### src/hw/rtl/sse_pkg.sv
// shared types and constants for the sample statistics engine
`timescale 1ns / 1ps

package sse_pkg;

	localparam int MAX_SAMPLES_DEF = 1024;
	localparam int SAMPLE_W        = 16;
	localparam int MEAN_W          = 16;
	localparam int VAR_W           = 32;
	localparam int SD_W            = 16;
	localparam int COUNT_W         = 11;
	localparam int STATUS_W        = 2;
	localparam int SQRT_ITERS      = 16;
	localparam logic [VAR_W-1:0] SQRT_BIT0 = 32'h4000_0000;

	localparam logic [STATUS_W-1:0] ST_OK      = 2'd0;
	localparam logic [STATUS_W-1:0] ST_EMPTY   = 2'd1;
	localparam logic [STATUS_W-1:0] ST_SINGLE  = 2'd2;
	localparam logic [STATUS_W-1:0] ST_DROPPED = 2'd3;

	typedef struct packed {
		logic [SAMPLE_W-1:0] sample;
		logic                last;
	} in_word_t;

	typedef struct packed {
		logic [MEAN_W-1:0]   mean_value;
		logic [VAR_W-1:0]    variance_value;
		logic [SD_W-1:0]     std_deviation;
		logic [COUNT_W-1:0]  sample_count;
		logic [STATUS_W-1:0] status;
	} out_word_t;

	typedef enum logic [3:0] {
		S_IDLE,
		S_PREP,
		S_MUL_A,
		S_MUL_B,
		S_SUB,
		S_MUL_D,
		S_DIV_V,
		S_DIV_M,
		S_SQRT,
		S_DONE
	} state_t;

endpackage

### src/hw/rtl/sample_statistics_engine.sv
// sample statistics engine: running sums, then mean, variance and std deviation
//
//  channel | signals              | direction | handshake
//  --------+----------------------+-----------+-------------------------------
//  input   | item (sample, last)  | in        | taken when start=1 and busy=0
//  result  | result (5 fields)    | out       | done high for one cycle
//
// a sample without last is summed (dropped at capacity) and busy stays low.
// a sample with last is summed, then one shared adder/subtractor runs the
// finish: n*sumsq, sum*sum, n*(n-1) by shift-and-add, two restoring divides
// and a 16-step square root. busy stays high from the last word through the
// whole finish, and done is high in its final state, S_DONE.
// reset clears the running sums and returns to idle; done cannot be held off.
`timescale 1ns / 1ps

module sample_statistics_engine #(
	parameter int MAX_SAMPLES = sse_pkg::MAX_SAMPLES_DEF
) (
	input  logic               clk,
	input  logic               arst_n,
	input  logic               start,
	output logic               busy,
	input  sse_pkg::in_word_t  item,
	output logic               done,
	output sse_pkg::out_word_t result
);

	localparam int CNT_W = $clog2(MAX_SAMPLES + 1);
	localparam int SUM_W = sse_pkg::SAMPLE_W + CNT_W;
	localparam int SQ_W  = 2 * sse_pkg::SAMPLE_W + CNT_W;
	localparam int NUM_W = CNT_W + SQ_W;
	localparam int D_W   = 2 * CNT_W;
	localparam int RW    = D_W + 1;
	localparam int UW    = NUM_W + 1;
	localparam int IT_W  = $clog2(NUM_W);
	localparam int VW    = sse_pkg::VAR_W;

	sse_pkg::state_t state_q, state_d;

	logic [CNT_W-1:0] cnt_q;
	logic [SUM_W-1:0] sum_q;
	logic [SQ_W-1:0]  sq_q;
	logic             ovf_q;

	logic [NUM_W-1:0] prod_q, mcand_q, num_q;
	logic [SUM_W-1:0] mplier_q;
	logic [RW-1:0]    rem_q;
	logic [IT_W-1:0]  iter_q;
	logic [VW-1:0]    var_q, rt_q, bt_q;
	logic [sse_pkg::MEAN_W-1:0] mean_q;
	logic [sse_pkg::SD_W-1:0]   sd_q;

	logic             accept, last_it;
	logic [UW-1:0]    au_x, au_y;
	logic             au_sub;
	logic [UW:0]      au_sum;
	logic [UW-1:0]    au_res;
	logic             au_carry;
	logic [NUM_W-1:0] prod_step, num_step;
	logic [RW-1:0]    rem_sh;
	logic [VW-1:0]    rt_step, var_sat;
	logic [31:0]      sample_sq;

	assign accept    = start && !busy;
	assign last_it   = (iter_q == '0);
	assign sample_sq = 32'(item.sample) * 32'(item.sample);

	// shared adder/subtractor, carry high on subtract means no borrow
	assign rem_sh = {rem_q[RW-2:0], num_q[NUM_W-1]};

	always_comb begin
		au_x   = '0;
		au_y   = '0;
		au_sub = 1'b0;
		case (state_q)
			sse_pkg::S_MUL_A, sse_pkg::S_MUL_B, sse_pkg::S_MUL_D: begin
				au_x = UW'(prod_q);
				au_y = UW'(mcand_q);
			end
			sse_pkg::S_SUB: begin
				au_x   = UW'(num_q);
				au_y   = UW'(prod_q);
				au_sub = 1'b1;
			end
			sse_pkg::S_DIV_V: begin
				au_x   = UW'(rem_sh);
				au_y   = UW'(prod_q[D_W-1:0]);
				au_sub = 1'b1;
			end
			sse_pkg::S_DIV_M: begin
				au_x   = UW'(rem_sh);
				au_y   = UW'(cnt_q);
				au_sub = 1'b1;
			end
			sse_pkg::S_SQRT: begin
				au_x   = UW'(num_q);
				au_y   = UW'(rt_q | bt_q);
				au_sub = 1'b1;
			end
			default: begin
				au_sub = 1'b0;
			end
		endcase
	end

	assign au_sum   = {1'b0, au_x} + {1'b0, au_y ^ {UW{au_sub}}} + (UW+1)'(au_sub);
	assign au_res   = au_sum[UW-1:0];
	assign au_carry = au_sum[UW];

	assign prod_step = mplier_q[0] ? au_res[NUM_W-1:0] : prod_q;
	assign num_step  = {num_q[NUM_W-2:0], au_carry};
	assign var_sat   = (|num_step[NUM_W-1:VW]) ? '1 : num_step[VW-1:0];
	assign rt_step   = au_carry ? ((rt_q >> 1) | bt_q) : (rt_q >> 1);

	// next state
	always_comb begin
		state_d = state_q;
		case (state_q)
			sse_pkg::S_IDLE:  if (accept && item.last) state_d = sse_pkg::S_PREP;
			sse_pkg::S_PREP:  state_d = sse_pkg::S_MUL_A;
			sse_pkg::S_MUL_A: if (last_it) state_d = sse_pkg::S_MUL_B;
			sse_pkg::S_MUL_B: if (last_it) state_d = sse_pkg::S_SUB;
			sse_pkg::S_SUB:   state_d = sse_pkg::S_MUL_D;
			sse_pkg::S_MUL_D: if (last_it) state_d = sse_pkg::S_DIV_V;
			sse_pkg::S_DIV_V: if (last_it) state_d = sse_pkg::S_DIV_M;
			sse_pkg::S_DIV_M: if (last_it) state_d = sse_pkg::S_SQRT;
			sse_pkg::S_SQRT:  if (last_it) state_d = sse_pkg::S_DONE;
			sse_pkg::S_DONE:  state_d = sse_pkg::S_IDLE;
			default:          state_d = sse_pkg::S_IDLE;
		endcase
	end

	// outputs
	always_comb begin
		busy = (state_q != sse_pkg::S_IDLE);
		done = (state_q == sse_pkg::S_DONE);
		result.sample_count   = sse_pkg::COUNT_W'(cnt_q);
		result.mean_value     = mean_q;
		result.variance_value = var_q;
		result.std_deviation  = sd_q;
		result.status         = ovf_q ? sse_pkg::ST_DROPPED : sse_pkg::ST_OK;
		if (cnt_q == '0) begin
			result.mean_value     = '0;
			result.variance_value = '0;
			result.std_deviation  = '0;
			result.status         = sse_pkg::ST_EMPTY;
		end else if (cnt_q == CNT_W'(1)) begin
			result.variance_value = '0;
			result.std_deviation  = '0;
			result.status         = sse_pkg::ST_SINGLE;
		end
	end

	// control state and running sums
	always_ff @(posedge clk or negedge arst_n) begin
		if (!arst_n) begin
			state_q <= sse_pkg::S_IDLE;
			cnt_q   <= '0;
			sum_q   <= '0;
			sq_q    <= '0;
			ovf_q   <= 1'b0;
		end else begin
			state_q <= state_d;
			if (state_q == sse_pkg::S_DONE) begin
				cnt_q <= '0;
				sum_q <= '0;
				sq_q  <= '0;
				ovf_q <= 1'b0;
			end else if (accept) begin
				if (cnt_q < CNT_W'(MAX_SAMPLES)) begin
					cnt_q <= cnt_q + CNT_W'(1);
					sum_q <= sum_q + SUM_W'(item.sample);
					sq_q  <= sq_q + SQ_W'(sample_sq);
				end else begin
					ovf_q <= 1'b1;
				end
			end
		end
	end

	// finishing datapath
	always_ff @(posedge clk) begin
		case (state_q)
			sse_pkg::S_PREP: begin
				prod_q   <= '0;
				mcand_q  <= NUM_W'(sq_q);
				mplier_q <= SUM_W'(cnt_q);
				iter_q   <= IT_W'(CNT_W - 1);
			end
			sse_pkg::S_MUL_A, sse_pkg::S_MUL_B, sse_pkg::S_MUL_D: begin
				prod_q   <= prod_step;
				mcand_q  <= mcand_q << 1;
				mplier_q <= mplier_q >> 1;
				iter_q   <= iter_q - IT_W'(1);
				if (last_it) begin
					if (state_q == sse_pkg::S_MUL_A) begin
						num_q    <= prod_step;
						prod_q   <= '0;
						mcand_q  <= NUM_W'(sum_q);
						mplier_q <= sum_q;
						iter_q   <= IT_W'(SUM_W - 1);
					end else if (state_q == sse_pkg::S_MUL_D) begin
						rem_q  <= '0;
						iter_q <= IT_W'(NUM_W - 1);
					end
				end
			end
			sse_pkg::S_SUB: begin
				// clamp a negative numerator to zero
				num_q    <= au_carry ? au_res[NUM_W-1:0] : '0;
				prod_q   <= '0;
				mcand_q  <= NUM_W'(cnt_q - CNT_W'(1));
				mplier_q <= SUM_W'(cnt_q);
				iter_q   <= IT_W'(CNT_W - 1);
			end
			sse_pkg::S_DIV_V, sse_pkg::S_DIV_M: begin
				rem_q  <= au_carry ? au_res[RW-1:0] : rem_sh;
				num_q  <= num_step;
				iter_q <= iter_q - IT_W'(1);
				if (last_it) begin
					if (state_q == sse_pkg::S_DIV_V) begin
						var_q  <= var_sat;
						num_q  <= {sum_q, {(NUM_W-SUM_W){1'b0}}};
						rem_q  <= '0;
						iter_q <= IT_W'(SUM_W - 1);
					end else begin
						mean_q <= num_step[sse_pkg::MEAN_W-1:0];
						num_q  <= NUM_W'(var_q);
						rt_q   <= '0;
						bt_q   <= sse_pkg::SQRT_BIT0;
						iter_q <= IT_W'(sse_pkg::SQRT_ITERS - 1);
					end
				end
			end
			sse_pkg::S_SQRT: begin
				if (au_carry) num_q <= au_res[NUM_W-1:0];
				rt_q   <= rt_step;
				bt_q   <= bt_q >> 2;
				iter_q <= iter_q - IT_W'(1);
				if (last_it) sd_q <= rt_step[sse_pkg::SD_W-1:0];
			end
			default: begin
				iter_q <= iter_q;
			end
		endcase
	end

	a_done_after_sqrt: assert property (@(posedge clk) disable iff (!arst_n)
		done |-> $past(state_q) == sse_pkg::S_SQRT)
		else $error("result strobe without finished square root");

	a_count_bound: assert property (@(posedge clk) disable iff (!arst_n)
		cnt_q <= CNT_W'(MAX_SAMPLES))
		else $error("sample count past capacity");

	a_drop_only_full: assert property (@(posedge clk) disable iff (!arst_n)
		ovf_q |-> cnt_q == CNT_W'(MAX_SAMPLES))
		else $error("drop flag set below capacity");

	a_clear_after_done: assert property (@(posedge clk) disable iff (!arst_n)
		done |=> (cnt_q == '0) && !ovf_q && !busy)
		else $error("run state not cleared after result");

	a_last_starts_finish: assert property (@(posedge clk) disable iff (!arst_n)
		(start && !busy && item.last) |=> busy && !done)
		else $error("last word did not start the finish sequence");

endmodule
### config.mk
export PLATFORM = sky130hd
export DESIGN_NAME = sample_statistics_engine
export DESIGN_NICKNAME = d
export VERILOG_FILES = /design/src/hw/rtl/sse_pkg.sv /design/src/hw/rtl/sample_statistics_engine.sv
export SDC_FILE = /design/constraint.sdc
export NUM_CORES = 2
export LEC_CHECK = 0
export ABC_AREA = 1
export BUFFER_PORTS_ARGS = -buffer_cell sky130_fd_sc_hd__buf_2
export CORE_UTILIZATION = 29
export CTS_BUF_LIST = sky130_fd_sc_hd__clkbuf_2 sky130_fd_sc_hd__clkbuf_4 sky130_fd_sc_hd__clkbuf_8
export DETAILED_ROUTE_END_ITERATION = 12
export HOLD_SLACK_MARGIN = 0.03
export SLEW_MARGIN = 20
export SYNTH_ARGS = -nofsm -noshare
export SYNTH_HDL_FRONTEND = slang
export SYNTH_SLANG_ARGS = --single-unit
### constraint.sdc
create_clock -name clk -period 4.7 [get_ports clk]
set_input_delay 0.47 -clock clk [delete_from_list [all_inputs] [get_ports clk]]
set_output_delay 0.47 -clock clk [all_outputs]
set_load 0.02 [all_outputs]
==> flow_metrics.tcl <==
set metrics [dict create \
    status "finished with violations" \
    violations "setup timing" \
    fin_hold_ws_ns 0.297 \
    dieArea_um2 121000 \
    coreArea_um2 118000 \
    worstMarginPinSlew_ns 1.07 \
    grt_use_total 0.202 \
    drv_slew 0 \
    cp_slowest_stage_delay_ns 0.56 \
    yosys_warnings 0 \
    grt_pass1_wl_um 189000 \
    arrival_ns 5.58 \
    die_w_um 347 \
    gr-usage-met3 0.0254 \
    endpoint_kind "register" \
    wl_per_cell_um 19.3 \
    period_needed_ns 5.02 \
    cts_tree "built" \
    core.rowCount 126 \
    chipHeight_um 347 \
    slowest_stage "fa_2" \
    drtIter0Drc 3106 \
    syn_avg_cell_area_um2 7.83 \
    cts_sinks 414 \
    yosysSeqAreaShare 0.347 \
    synth_flop_cell "edfxtp_1" \
    io_buffers 98 \
    synthArstFlopShare 0.208 \
    nets 5221 \
    maxCapViolations 0 \
    finalSetupTns_ns -4.60 \
    ys_types 54 \
    yosys_register_bits 414 \
    ff2ff_setup_slack_ns 0.10 \
    worst_path_dominant_cell_family "adder cells" \
    syn2layout_area_growth_pct 24.2 \
    vias_per_cell 5.04 \
    setup_ws_ns -0.318 \
    crit_chain "buf_8, buf_12, buf_6, fa_2, inv_2, fa_2, fa_1, fa_2, inv_2, fa_1, fa_1, ha_4, nand2_4, nor3_4, buf_6, nand4_1, nand3_2, a21oi_4, o21ai_2, nand2_1, nand2_2, a21oi_1, o21ai_1, nand2_1" \
    clock_path_buffers 3 \
    insertion_delay_ns 0.71 \
    critPathRequiredTime_ns 5.26 \
    finalHoldViolations 0 \
    worstPathMaxFanout 8 \
    hp-class "input port to register" \
    drt-total-wl_um 124000 \
    use_met1 0.284 \
    drc 0 \
    crit_type "input port to register" \
    cts_root_buffer "clkbuf_8" \
    clk_pin_slew_ns 0.06 \
    netlist_area_um2 34600 \
    grt_setup_unrepaired "true" \
    antenna_found_initial 4 \
    boundaryPins 99 \
    setup_violations 28 \
    path_buf_inv 6 \
    drive_above_1_share 0.198 \
    dp_hpwl_um 95300 \
    syn_inst 4418 \
    h-tree-depth 3 \
    synth_fp_nets 4818 \
    vias 32302 \
    globalplace.congestion 1.01 \
    numCtsBuffers 76 \
    maxSlewHeadroom 0.287 \
    use_met2 0.319 \
    final_cells 6415 \
    finClkSkew_ns 0.0481 \
    cp-start-kind "input port" \
    drt_first_pass_iters 6 \
    grt_pass1_vias 31192 \
    utilization 0.364 \
    grt.busiest_layer "met2" \
    finalCritPeriodShare 1.07 \
    dp.cells 6219 \
    synth_edf_count 328 \
    max_freq_ghz 0.199 \
    grt_max_degree 79 \
    overflow 0 \
    antenna_left 0 \
    fillers 12214 \
    initial_core_util 0.293 \
]
## state kept, by name, indices dropped and copies added, names as in the netlist
register / flops
rem_q: 22
ovf_q: 1
prod_q: 54
sum_q: 27
state_q: 4
sq_q: 43
rt_q: 31
mean_q: 16
mplier_q: 27
mcand_q: 54
cnt_q: 11
bt_q: 16
num_q: 54
iter_q: 6
var_q: 32
sd_q: 16
## through the flow
step | instance area [um2] | setup slack [ns]
6_report | 43000 | -0.318
5_1_grt | 43000 | -0.497
4_1_cts | 42100 | -0.247
3_5_place_dp | 39600 | -1.31
3_3_place_gp | 39600 | -1.33
2_1_floorplan | 35600 | -0.760
## worst register-to-register path: stages (launching register included)
cell and delay [ns]:
dfrtp_2 0.42, inv_2 0.06, nor2_2 0.15, nand2_2 0.16, nand2_4 0.11, inv_2 0.06, nand2_4 0.08, clkinv_2 0.15
buf_12 0.21, o31ai_1 0.33, ha_1 0.37, a21oi_1 0.25, nor2_1 0.07, nor2_1 0.19, o21ai_0 0.16, a21oi_1 0.23
nor2_1 0.08, nor2_2 0.17, nand2_4 0.16, o211ai_1 0.34, clkinvlp_4 0.13, buf_4 0.19, buf_16 0.18
## synthesized netlist by cell type (19+ instances only)
cell,instances,area (um2)
a21oi_1,218,1090
a221oi_1,19,166
a22oi_1,40,300
a31oi_1,20,125
clkbuf_1,138,518
dfrtp_1,86,2150
edfxtp_1,328,9850
fa_1,196,3920
ha_1,184,2300
inv_1,838,3150
nand2_1,976,3660
nand3_1,158,791
nand4_1,30,188
nor2_1,452,1700
nor3_1,48,240
o2111ai_1,28,245
o211ai_1,54,405
o21ai_0,270,1350
o22ai_1,66,413
xor2_1,43,377
## per-layer routing
layer / vias to the layer above / share of wire
met4: 0 / 0.038
met3: 210 / 0.068
met1: 15563 / 0.45
li1: 15238 / -
met5: - / 0
met2: 1291 / 0.44
## kinds of logic (layout without fill, tap and decap cells)
logic type,count (synthesis),after routing,synth area share
muxes,1,1,0.000326
other,0,1,0
adders and majority gates,380,380,0.180
DFF,414,414,0.347
AOI/OAI and AO/OA,835,835,0.146
and+or+nand+nor,1711,1711,0.200
buffers and inverters,1020,1480,0.112
xor gates and xnor gates,57,57,0.0144
## worst paths after layout
check | start | to | depth (start not counted)
min in group asynchronous | arst_n | sq_q[21] | 2
setup / recovery | item[7] | sq_q[37] | 24
setup reg to reg | state_q[3] | num_q[51] | 22
hold reg to reg | num_q[2] | mean_q[3] | 0
max in group asynchronous | arst_n | state_q[3] | 3
hold / removal | start | ovf_q | 5
## layout by cell type (no fill, tap or decap), types with 33 or more instances in the layout
cell type / count
nand2_1: 896
inv_1: 776
nor2_1: 422
buf_4: 341
edfxtp_1: 328
o21ai_0: 230
a21oi_1: 180
fa_1: 175
ha_1: 157
nand3_1: 147
dfrtp_1: 85
clkbuf_8: 81
buf_2: 81
inv_2: 69
o22ai_1: 66
nand2_2: 59
o211ai_1: 54
nor3_1: 43
xor2_1: 42
a22oi_1: 40
nand2_4: 34
clkbuf_4: 33
## what timing repair did
item	in CTS	in global routing
gates cloned	2	2
hold endpoints to repair	39	0
pin swaps	110	101
hold buffers	1	0
buffers inserted	22	35
resized for setup	198	159
endpoints found under the setup margin	32	106
## cell type report
type	instances	area, um2	share of cell area
diodes	1	2.50	0.0000583
clock buffers	113	1360	0.0315
clock inverters	22	168	0.00390
inverters	853	3220	0.0749
multi-input cells	2984	20200	0.470
flip-flops and latches	414	12000	0.279
well taps	1536	1920	0.0447
repair buffers	492	4120	0.0959
Power is not shown: default switching activity piles up to over one toggle a cycle in this logic, so the estimate is an artifact.
